==> src/sv/cls_pkg.sv <==
`default_nettype none

package cls_pkg;

  localparam int BYTE_W     = 8;
  localparam int CNT_W      = 16;
  localparam int ARGS_W     = 11;
  localparam int KIND_W     = 2;
  localparam int CFG_IDX_W  = 2;
  localparam int CFG_DATA_W = 16;

  localparam logic [BYTE_W-1:0] CH_NUL    = 8'h00;
  localparam logic [BYTE_W-1:0] CH_SPACE  = 8'h20;
  localparam logic [BYTE_W-1:0] CH_TAB    = 8'h09;
  localparam logic [BYTE_W-1:0] CH_BSLASH = 8'h5C;
  localparam logic [BYTE_W-1:0] CH_QUOTE  = 8'h22;

  localparam logic [CNT_W-1:0]  RUN_SAT   = 16'hFFFF;
  localparam logic [CNT_W-1:0]  SPENT_SAT = 16'hFFFF;
  localparam logic [ARGS_W-1:0] ARGS_SAT  = 11'h7FF;

  localparam logic [ARGS_W-1:0] MAX_ARGS_RST  = 11'd256;
  localparam logic [CNT_W-1:0]  MAX_BYTES_RST = 16'd32768;

  localparam logic [KIND_W-1:0] KIND_RUN      = 2'd0;
  localparam logic [KIND_W-1:0] KIND_ARG_END  = 2'd1;
  localparam logic [KIND_W-1:0] KIND_LINE_END = 2'd2;

  localparam logic [CFG_IDX_W-1:0] CFG_MAX_ARGS  = 2'd0;
  localparam logic [CFG_IDX_W-1:0] CFG_MAX_BYTES = 2'd1;

  // Results that one input byte causes, in delivery order.
  typedef struct packed {
    logic bs_run;
    logic ch;
    logic arg_end;
    logic line_end;
  } cls_flags_t;

  typedef struct packed {
    cls_flags_t        flags;
    logic [CNT_W-1:0]  run_rep;
    logic [BYTE_W-1:0] ch_byte;
    logic [ARGS_W-1:0] arg_total;
    logic              clip_run;
    logic              clip_rest;
  } cls_entry_t;

endpackage

`default_nettype wire

==> src/sv/cls_in_if.sv <==
`default_nettype none

interface cls_in_if;
  import cls_pkg::*;

  logic              valid;
  logic              ready;
  logic [BYTE_W-1:0] in_byte;

  modport source(output valid, output in_byte, input ready);
  modport sink(input valid, input in_byte, output ready);
endinterface

`default_nettype wire

==> src/sv/cls_out_if.sv <==
`default_nettype none

interface cls_out_if;
  import cls_pkg::*;

  logic              valid;
  logic              ready;
  logic [KIND_W-1:0] kind;
  logic [BYTE_W-1:0] out_byte;
  logic [CNT_W-1:0]  repeat_res;
  logic [ARGS_W-1:0] arg_total;
  logic              clipped;
  logic              last;

  modport source(output valid, output kind, output out_byte, output repeat_res,
                 output arg_total, output clipped, output last, input ready);
  modport sink(input valid, input kind, input out_byte, input repeat_res,
               input arg_total, input clipped, input last, output ready);
endinterface

`default_nettype wire

==> src/sv/cls_cfg_if.sv <==
`default_nettype none

interface cls_cfg_if;
  import cls_pkg::*;

  logic                  valid;
  logic                  ready;
  logic [CFG_IDX_W-1:0]  index;
  logic [CFG_DATA_W-1:0] data;

  modport source(output valid, output index, output data, input ready);
  modport sink(input valid, input index, input data, output ready);
endinterface

`default_nettype wire

==> src/sv/command_line_splitter.sv <==
// An accepted byte's results go into the request queue, then into the output stage.
// Throughput: one byte per cycle while the request queue has room. The output
// presents one result at a time, so a byte causing up to three results holds it
// longer, the request queue between classifier and output absorbing the difference.
// Reset: synchronous active-low rst_n clears parser state and queue; limits
// return to 256 arguments and 32768 bytes. No clearing pass.
`default_nettype none

module command_line_splitter #(
  parameter int QUEUE_DEPTH = 4
) (
  input  wire logic clk,
  input  wire logic rst_n,
  cls_in_if.sink    in_ch,
  cls_out_if.source out_ch,
  cls_cfg_if.sink   cfg_ch
);
  import cls_pkg::*;

  cls_entry_t push_data, pop_data;
  logic       push_valid, push_ready;
  logic       pop_valid, pop_ready;

  cls_front u_front (
    .clk        (clk),
    .rst_n      (rst_n),
    .in_ch      (in_ch),
    .cfg_ch     (cfg_ch),
    .push_data  (push_data),
    .push_valid (push_valid),
    .push_ready (push_ready)
  );

  cls_queue #(
    .DEPTH (QUEUE_DEPTH)
  ) u_queue (
    .clk        (clk),
    .rst_n      (rst_n),
    .push_valid (push_valid),
    .push_ready (push_ready),
    .push_data  (push_data),
    .pop_valid  (pop_valid),
    .pop_ready  (pop_ready),
    .pop_data   (pop_data)
  );

  cls_back u_back (
    .clk       (clk),
    .rst_n     (rst_n),
    .pop_valid (pop_valid),
    .pop_ready (pop_ready),
    .pop_data  (pop_data),
    .out_ch    (out_ch)
  );

endmodule

`default_nettype wire

==> src/sv/cls_front.sv <==
`default_nettype none

module cls_front (
  input  wire logic           clk,
  input  wire logic           rst_n,
  cls_in_if.sink              in_ch,
  cls_cfg_if.sink             cfg_ch,
  output cls_pkg::cls_entry_t push_data,
  output logic                push_valid,
  input  wire logic           push_ready
);
  import cls_pkg::*;

  logic [ARGS_W-1:0] max_args_r;
  logic [CNT_W-1:0]  max_bytes_r;

  logic              in_arg_r, in_arg_nxt;
  logic              in_q_r, in_q_nxt;
  logic [CNT_W-1:0]  run_r, run_nxt;
  logic [ARGS_W-1:0] args_r, args_nxt;
  logic [CNT_W-1:0]  spent_r, spent_nxt;
  logic              halted_r, halted_nxt;
  logic              drop_r, drop_nxt;

  logic [BYTE_W-1:0] c;
  logic              is_ws;
  logic              room_ok;
  logic [CNT_W-1:0]  avail;
  logic [CNT_W-1:0]  cnt;
  logic [CNT_W-1:0]  take1;
  logic              drop1;
  logic              fit2;
  logic              req2;
  logic [BYTE_W-1:0] ch2;
  logic              do_plain;
  logic              q_cur;
  logic              do_end;
  logic              do_line;
  logic              sat_drop;
  logic              v_ch;
  logic [CNT_W-1:0]  spent_k;
  logic              d1, d2;
  logic              accept;

  assign c      = in_ch.in_byte;
  assign is_ws  = (c == CH_SPACE) || (c == CH_TAB);
  assign accept = in_ch.valid && in_ch.ready;

  assign room_ok = ({1'b0, spent_r} + 17'd1) < {1'b0, max_bytes_r};
  assign avail   = room_ok ? (max_bytes_r - spent_r - 16'd1) : '0;

  always_comb begin
    in_arg_nxt = in_arg_r;
    in_q_nxt   = in_q_r;
    run_nxt    = run_r;
    args_nxt   = args_r;
    halted_nxt = halted_r;
    cnt        = '0;
    req2       = 1'b0;
    ch2        = c;
    do_plain   = 1'b0;
    q_cur      = in_q_r;
    do_end     = 1'b0;
    do_line    = 1'b0;
    sat_drop   = 1'b0;

    if (!in_arg_r) begin
      if (c == CH_NUL) begin
        do_line = 1'b1;
      end else if (halted_r || is_ws) begin
        // ignore
      end else if ((args_r >= max_args_r) || !room_ok) begin
        halted_nxt = 1'b1;
      end else begin
        if (args_r != ARGS_SAT) args_nxt = args_r + 11'd1;
        in_arg_nxt = 1'b1;
        in_q_nxt   = 1'b0;
        run_nxt    = '0;
        q_cur      = 1'b0;
        do_plain   = 1'b1;
      end
    end else if (run_r != '0) begin
      if (c == CH_BSLASH) begin
        if (run_r != RUN_SAT) run_nxt = run_r + 16'd1;
        else sat_drop = 1'b1;
      end else if (c == CH_QUOTE) begin
        run_nxt = '0;
        cnt     = {1'b0, run_r[CNT_W-1:1]};
        if (run_r[0]) begin
          req2 = 1'b1;
          ch2  = CH_QUOTE;
        end else begin
          in_q_nxt = ~in_q_r;
        end
      end else begin
        run_nxt  = '0;
        cnt      = run_r;
        do_plain = 1'b1;
      end
    end else begin
      do_plain = 1'b1;
    end

    if (do_plain) begin
      if (c == CH_BSLASH) begin
        run_nxt = 16'd1;
      end else if (c == CH_QUOTE) begin
        in_q_nxt = ~q_cur;
      end else if (c == CH_NUL) begin
        do_end  = 1'b1;
        do_line = 1'b1;
      end else if (is_ws && !q_cur) begin
        do_end = 1'b1;
      end else begin
        req2 = 1'b1;
        ch2  = c;
      end
    end
  end

  // The single-byte keep fits exactly when the run left room behind it.
  assign take1 = (cnt < avail) ? cnt : avail;
  assign drop1 = cnt > avail;
  assign fit2  = cnt < avail;
  assign v_ch  = req2 && fit2;
  assign d1    = drop_r || drop1;
  assign d2    = d1 || (req2 && !fit2);
  assign spent_k = spent_r + take1 + {{(CNT_W-1){1'b0}}, v_ch};

  always_comb begin
    spent_nxt = spent_k;
    drop_nxt  = d2 || sat_drop;
    if (do_end) begin
      if (spent_k != SPENT_SAT) spent_nxt = spent_k + 16'd1;
    end
  end

  always_comb begin
    push_data.flags.bs_run   = take1 != '0;
    push_data.flags.ch       = v_ch;
    push_data.flags.arg_end  = do_end;
    push_data.flags.line_end = do_line;
    push_data.run_rep        = take1;
    push_data.ch_byte        = ch2;
    push_data.arg_total      = args_r;
    push_data.clip_run       = d1 || halted_r;
    push_data.clip_rest      = d2 || halted_r;
  end

  assign push_valid   = accept && (push_data.flags != '0);
  assign in_ch.ready  = push_ready;
  assign cfg_ch.ready = 1'b1;

  always_ff @(posedge clk) begin
    if (!rst_n) begin
      max_args_r  <= MAX_ARGS_RST;
      max_bytes_r <= MAX_BYTES_RST;
    end else if (cfg_ch.valid) begin
      if (cfg_ch.index == CFG_MAX_ARGS) max_args_r <= cfg_ch.data[ARGS_W-1:0];
      else if (cfg_ch.index == CFG_MAX_BYTES) max_bytes_r <= cfg_ch.data;
    end
  end

  always_ff @(posedge clk) begin
    if (!rst_n) begin
      in_arg_r <= 1'b0;
      in_q_r   <= 1'b0;
      run_r    <= '0;
      args_r   <= '0;
      spent_r  <= '0;
      halted_r <= 1'b0;
      drop_r   <= 1'b0;
    end else if (accept) begin
      if (do_line) begin
        in_arg_r <= 1'b0;
        in_q_r   <= 1'b0;
        run_r    <= '0;
        args_r   <= '0;
        spent_r  <= '0;
        halted_r <= 1'b0;
        drop_r   <= 1'b0;
      end else begin
        in_arg_r <= do_end ? 1'b0 : in_arg_nxt;
        in_q_r   <= do_end ? 1'b0 : in_q_nxt;
        run_r    <= do_end ? '0 : run_nxt;
        args_r   <= args_nxt;
        spent_r  <= spent_nxt;
        halted_r <= halted_nxt;
        drop_r   <= drop_nxt;
      end
    end
  end

endmodule

`default_nettype wire

==> src/sv/cls_queue.sv <==
`default_nettype none

module cls_queue #(
  parameter int DEPTH = 4
) (
  input  wire logic                clk,
  input  wire logic                rst_n,
  input  wire logic                push_valid,
  output logic                     push_ready,
  input  wire cls_pkg::cls_entry_t push_data,
  output logic                     pop_valid,
  input  wire logic                pop_ready,
  output cls_pkg::cls_entry_t      pop_data
);
  import cls_pkg::*;

  localparam int PTR_W = (DEPTH > 1) ? $clog2(DEPTH) : 1;
  localparam int FILL_W = $clog2(DEPTH + 1);
  localparam logic [PTR_W-1:0] PTR_LAST = PTR_W'(DEPTH - 1);
  localparam logic [FILL_W-1:0] FILL_FULL = FILL_W'(DEPTH);

  cls_entry_t        mem [DEPTH];
  logic [PTR_W-1:0]  wr_ptr_r, rd_ptr_r;
  logic [FILL_W-1:0] fill_r;
  logic              do_push, do_pop;

  assign push_ready = fill_r != FILL_FULL;
  assign pop_valid  = fill_r != '0;
  assign pop_data   = mem[rd_ptr_r];
  assign do_push    = push_valid && push_ready;
  assign do_pop     = pop_valid && pop_ready;

  always_ff @(posedge clk) begin
    if (do_push) mem[wr_ptr_r] <= push_data;
  end

  always_ff @(posedge clk) begin
    if (!rst_n) begin
      wr_ptr_r <= '0;
      rd_ptr_r <= '0;
      fill_r   <= '0;
    end else begin
      if (do_push) wr_ptr_r <= (wr_ptr_r == PTR_LAST) ? '0 : wr_ptr_r + 1'b1;
      if (do_pop)  rd_ptr_r <= (rd_ptr_r == PTR_LAST) ? '0 : rd_ptr_r + 1'b1;
      if (do_push && !do_pop) fill_r <= fill_r + 1'b1;
      else if (do_pop && !do_push) fill_r <= fill_r - 1'b1;
    end
  end

endmodule

`default_nettype wire

==> src/sv/cls_back.sv <==
`default_nettype none

module cls_back (
  input  wire logic                clk,
  input  wire logic                rst_n,
  input  wire logic                pop_valid,
  output logic                     pop_ready,
  input  wire cls_pkg::cls_entry_t pop_data,
  cls_out_if.source                out_ch
);
  import cls_pkg::*;

  cls_entry_t cur_r;
  cls_flags_t mask_r;
  cls_flags_t first;
  cls_flags_t rest;
  logic       take_out;
  logic       need_load;

  // Pick the earliest pending result of the held request.
  always_comb begin
    first = '0;
    if (mask_r.bs_run) first.bs_run = 1'b1;
    else if (mask_r.ch) first.ch = 1'b1;
    else if (mask_r.arg_end) first.arg_end = 1'b1;
    else if (mask_r.line_end) first.line_end = 1'b1;
  end

  assign rest      = mask_r & ~first;
  assign take_out  = out_ch.valid && out_ch.ready;
  assign need_load = (mask_r == '0) || (take_out && (rest == '0));
  assign pop_ready = need_load;

  always_comb begin
    out_ch.kind       = KIND_RUN;
    out_ch.out_byte   = '0;
    out_ch.repeat_res = '0;
    out_ch.arg_total  = '0;
    out_ch.clipped    = cur_r.clip_rest;
    if (first.bs_run) begin
      out_ch.out_byte   = CH_BSLASH;
      out_ch.repeat_res = cur_r.run_rep;
      out_ch.clipped    = cur_r.clip_run;
    end else if (first.ch) begin
      out_ch.out_byte   = cur_r.ch_byte;
      out_ch.repeat_res = 16'd1;
    end else if (first.arg_end) begin
      out_ch.kind = KIND_ARG_END;
    end else if (first.line_end) begin
      out_ch.kind      = KIND_LINE_END;
      out_ch.arg_total = cur_r.arg_total;
    end
  end

  assign out_ch.valid = mask_r != '0;
  assign out_ch.last  = rest == '0;

  always_ff @(posedge clk) begin
    if (need_load && pop_valid) cur_r <= pop_data;
  end

  always_ff @(posedge clk) begin
    if (!rst_n) begin
      mask_r <= '0;
    end else if (need_load) begin
      mask_r <= pop_valid ? pop_data.flags : '0;
    end else if (take_out) begin
      mask_r <= rest;
    end
  end

endmodule

`default_nettype wire

==> src/flat_wrapper.sv <==
// flat-port wrapper written by rule: the top's interface ports become plain ports
module command_line_splitter_flat import cls_pkg::*;
#(
  parameter int QUEUE_DEPTH = 4
)
  (clk, rst_n, in_ch_valid, in_ch_in_byte, in_ch_ready, out_ch_valid, out_ch_kind, out_ch_out_byte, out_ch_repeat_res, out_ch_arg_total, out_ch_clipped, out_ch_last, out_ch_ready, cfg_ch_valid, cfg_ch_index, cfg_ch_data, cfg_ch_ready);
  cls_in_if in_ch_i ();
  cls_out_if out_ch_i ();
  cls_cfg_if cfg_ch_i ();
  input  wire logic clk;
  input  wire logic rst_n;
  input wire logic [$bits(in_ch_i.valid)-1:0] in_ch_valid;
  input wire logic [$bits(in_ch_i.in_byte)-1:0] in_ch_in_byte;
  output wire logic [$bits(in_ch_i.ready)-1:0] in_ch_ready;
  output wire logic [$bits(out_ch_i.valid)-1:0] out_ch_valid;
  output wire logic [$bits(out_ch_i.kind)-1:0] out_ch_kind;
  output wire logic [$bits(out_ch_i.out_byte)-1:0] out_ch_out_byte;
  output wire logic [$bits(out_ch_i.repeat_res)-1:0] out_ch_repeat_res;
  output wire logic [$bits(out_ch_i.arg_total)-1:0] out_ch_arg_total;
  output wire logic [$bits(out_ch_i.clipped)-1:0] out_ch_clipped;
  output wire logic [$bits(out_ch_i.last)-1:0] out_ch_last;
  input wire logic [$bits(out_ch_i.ready)-1:0] out_ch_ready;
  input wire logic [$bits(cfg_ch_i.valid)-1:0] cfg_ch_valid;
  input wire logic [$bits(cfg_ch_i.index)-1:0] cfg_ch_index;
  input wire logic [$bits(cfg_ch_i.data)-1:0] cfg_ch_data;
  output wire logic [$bits(cfg_ch_i.ready)-1:0] cfg_ch_ready;
  assign in_ch_i.valid = in_ch_valid;
  assign in_ch_i.in_byte = in_ch_in_byte;
  assign in_ch_ready = in_ch_i.ready;
  assign out_ch_valid = out_ch_i.valid;
  assign out_ch_kind = out_ch_i.kind;
  assign out_ch_out_byte = out_ch_i.out_byte;
  assign out_ch_repeat_res = out_ch_i.repeat_res;
  assign out_ch_arg_total = out_ch_i.arg_total;
  assign out_ch_clipped = out_ch_i.clipped;
  assign out_ch_last = out_ch_i.last;
  assign out_ch_i.ready = out_ch_ready;
  assign cfg_ch_i.valid = cfg_ch_valid;
  assign cfg_ch_i.index = cfg_ch_index;
  assign cfg_ch_i.data = cfg_ch_data;
  assign cfg_ch_ready = cfg_ch_i.ready;
  command_line_splitter #(.QUEUE_DEPTH(QUEUE_DEPTH)) u_core (.clk(clk), .rst_n(rst_n), .in_ch(in_ch_i), .out_ch(out_ch_i), .cfg_ch(cfg_ch_i));
endmodule
==> config.mk <==
export PLATFORM = sky130hd
export DESIGN_NAME = command_line_splitter_flat
export DESIGN_NICKNAME = d
export VERILOG_FILES = /design/src/sv/cls_pkg.sv /design/src/sv/cls_in_if.sv /design/src/sv/cls_out_if.sv /design/src/sv/cls_cfg_if.sv /design/src/sv/command_line_splitter.sv /design/src/sv/cls_front.sv /design/src/sv/cls_queue.sv /design/src/sv/cls_back.sv /design/src/flat_wrapper.sv
export SDC_FILE = /design/constraint.sdc
export NUM_CORES = 1
export LEC_CHECK = 0
export BUFFER_PORTS_ARGS = -buffer_cell sky130_fd_sc_hd__buf_2
export CORE_UTILIZATION = 30
export DETAILED_ROUTE_END_ITERATION = 8
export GPL_TIMING_DRIVEN = 0
export SYNTH_ARGS = -nofsm -noshare
export SYNTH_HDL_FRONTEND = slang
export SYNTH_SLANG_ARGS = --single-unit
==> constraint.sdc <==
create_clock -name clk -period 8.5 [get_ports clk]
set_clock_uncertainty 0.1 [all_clocks]
set_input_delay 0.85 -clock clk [delete_from_list [all_inputs] [get_ports clk]]
set_output_delay 0.85 -clock clk [all_outputs]
set_load 0.005 [all_outputs]
==> results.toml <==
[run_status]
status = "finished, final reports clean"

[sta]
fin_crit_ns = 8.07
worstMarginPinSlew_ns = 1.39
hold_viol = 0
whs_ns = 0.379
slew_headroom_pct = 6.59
clock.fmax_mhz = 124
setup_violations = 0
fin_crit_sh_pct = 94.9
drv_slew = 0
setup_ws_ns = 0.431
setup_tns_ns = 0

[drt]
ant_nets = 0
viasPerCell = 5.15
via_count = 11505
firstDrtPassIters = 5
drt_iter0_markers = 956
wl_per_cell_um = 17.9
drc = 0
routed_wl_um = 40100

[cts]
cts.sinks = 288
cts_tree = "built"
hold_buffers = 0
clock_path_buffers = 3
clk_latency_ns = 0.52
clk_pin_slew_ns = 0.06
root_buffer = "clkbuf_16"
h-tree-depth = 2
cts_inserted_buffers = 34

[setup_path]
end_kind = "flip-flop"
crit_type = "reg2reg"
r2r-start = "u_core.u_front.spent_r[3]$_SDFFE_PN0P_"
startpoint = "u_core.u_front.spent_r[3]$_SDFFE_PN0P_"
critical_path_required_ns = 8.86
cp_slowest_stage_delay_ns = 0.56
arrival_ns = 8.43
cp_slowest_cell = "or4_4"
startpoint_type = "flip-flop"
critical_path.max_fanout = 10
crit_path_frequent_cell = "ha_1"

[logic_synthesis]
synth-seq-cells = 288
synth_area_leaders = "edfxtp_1, dfxtp_1, ha_1"
ys_seq_area_share_pct = 50.7
synth_warnings = 0
syn_nets = 1531
synth_async_sr_flop_share_pct = 0
synth_top_area_share_pct = 39.3
syn_inst = 1413
synth_top_area_cell = "edfxtp_1"
syn_area_um2 = 15400
synth_edf_count = 201
avgSynthCellArea_um2 = 10.9
synth_ff_type = "edfxtp_1"
synth_cell_type_count = 88

[grt]
grt_pass1_vias = 11206
grt_max_degree = 28
grt_pass1_wl_um = 62400
track_usage_pct = 15.1
grt_antenna_before_repair = 1
gr-total-overflow = 0

[floorplan]
die_x_um = 228
row_count = 82
fp.dieH_um = 228
pin_count = 73
core_area_um2 = 50300
die_area_um2 = 52100
start_util_pct = 30.5

[hold_path]
min_path_type = "reg2reg"
hold_start = "u_core.u_front.drop_r$_SDFFE_PN0P_"

[place]
place_area_um2 = 16700
dp_hpwl_um = 29600
numPortBuffers = 71
dp.cells = 2161
gp_congestion = 0.920
post-place-ws_ns = -1.83

[flow_run]
max-cap-violations = 0

[layout]
instances_no_fill = 2234
drive_gt1_share_pct = 16.9
n_fill_cell = 4973
area_delta_synth_final_pct = 17.6
fin_nets = 1654
fin_area_um2 = 18000
fin_util_pct = 35.9
antennaDiodeCount = 0

[power]
seq_power_share_pct = 43.5
p_int_mw = 3.00
powerDensity_nw_per_um2 = 232
p_sw_mw = 1.19
ir_drop_mv = 0.155
switching_share_pct = 28.5
leakagePower_nw = 6.65
p_comb_share_pct = 22.8
pwr-share-clk_pct = 33.7
power_mw = 4.19
[cells by family after synthesis]
logic type      share of synthesized area, %
compound gates                          13.0
xor+xnor                                2.80
fa+ha+maj                               7.29
buf+inv                                 3.44
flops                                   50.7
mux                                     6.68
other cells                           0.0244
simple gates                            16.1
[flip-flops by register name, indices dropped and copies added, names as in the netlist, named ones only]
name	cells
u_core.u_front.max_args_r	11
u_core.u_front.drop_r	1
u_core.u_back.mask_r	4
u_core.u_queue.fill_r	3
u_core.u_queue.wr_ptr_r	2
u_core.u_front.halted_r	1
u_core.u_front.max_bytes_r	16
u_core.u_queue.rd_ptr_r	2
u_core.u_front.run_r	16
u_core.u_front.spent_r	16
u_core.u_front.args_r	11
u_core.u_front.in_q_r	1
u_core.u_front.in_arg_r	1
u_core.u_queue.mem	164
u_core.u_back.cur_r	37
[final cells by class]
class,instances,area [um^2],share of cell area [%]
Inverter,66,248,1.37
Tap cell,672,841,4.66
Sequential cell,288,7790,43.1
Multi-Input combinational cell,990,7240,40.1
Buffer,69,297,1.64
Clock inverter,9,104,0.575
Clock buffer,53,983,5.45
Timing Repair Buffer,87,546,3.02
[routing by layer]
metal	vias to the layer above	track usage (%)	part of all wire (%)
li1	5487	-	-
met1	5632	20.6	47
met2	320	24.2	45
met3	66	2.71	5.1
met4	0	4.53	2.3
met5	-	0	0
[synthesized netlist by cell type, types with 8 or more instances]
cell	count
edfxtp_1	201
nand2_1	163
a21oi_1	106
nor2_1	106
dfxtp_1	87
ha_1	83
inv_1	66
o21ai_0	65
clkbuf_1	53
mux4_2	41
and2_1	33
nand3_1	32
xnor2_1	31
nor3_1	29
and3_1	19
or3_1	19
xor2_1	18
a21o_1	17
nand4_1	14
a31oi_1	11
nor2b_1	11
a22oi_1	10
buf_1	10
nand2b_1	10
o21a_1	9
a311oi_1	8
mux2i_1	8
o211ai_1	8
[power by group through the flow]
stage | combinational, mW | sequential [mW] | clock [mW]
after floorplan | 0.646 | 1.83 | 0
after global placement | 0.911 | 1.86 | 0
after detailed placement | 0.967 | 1.86 | 0
after CTS | 0.974 | 1.83 | 1.44
after global routing | 1.05 | 1.84 | 1.49
final | 0.956 | 1.83 | 1.41
[critical path: cells and delay by family (launching register included)]
family | cells | cell delay, ns
and+or+nand+nor | 13 | 2.47
AOI/OAI and AO/OA | 12 | 2.84
adders and majority gates | 3 | 0.93
xor gates and xnor gates | 1 | 0.16
DFF | 1 | 0.44
buffers and inverters | 5 | 1.07
[cells in the final DEF, fill, tap and decap left out, types with 6 or more instances in the layout]
master,Yosys,layout
or3_1,19,19
mux4_2,41,41
dfxtp_1,87,81
and4_1,7,7
nand4_1,14,14
xor2_1,18,17
edfxtp_1,201,201
and3_1,19,19
and2_1,33,29
a21o_1,17,16
a22oi_1,10,10
xnor2_1,31,30
o21ai_0,65,54
a311oi_1,8,7
o21ai_1,5,8
nor4_1,7,6
a31oi_1,11,10
o21bai_1,6,6
a21oi_1,106,105
buf_2,2,74
clkbuf_1,53,62
nor3_1,29,24
nand3_1,32,28
ha_1,83,81
nor2_1,106,103
clkbuf_16,0,35
nor2b_1,11,11
buf_4,3,14
buf_1,10,10
o21ai_2,0,8
nand2b_1,10,10
nand3b_1,7,7
mux2i_1,8,8
o21a_1,9,9
nand2_1,163,163
inv_1,66,65
o211ai_1,8,8
[final timing paths]
check | endpoint | slack, ns | cells past startpoint
worst max-delay path | u_core.u_front.spent_r[10]$_SDFFE_PN0P_ | 0.43 | 34
worst min register to register | u_core.u_front.drop_r$_SDFFE_PN0P_ | 0.38 | 2
worst max register to register | u_core.u_front.spent_r[10]$_SDFFE_PN0P_ | 0.43 | 34
worst min-delay path | u_core.u_front.drop_r$_SDFFE_PN0P_ | 0.38 | 2
[timing repair]
action,in CTS,in global routing
gates resized for setup,29,44
buffers inserted,5,6
setup endpoints to repair,17,16
pin swaps,3,6
Power figures use the tool's default switching activity.
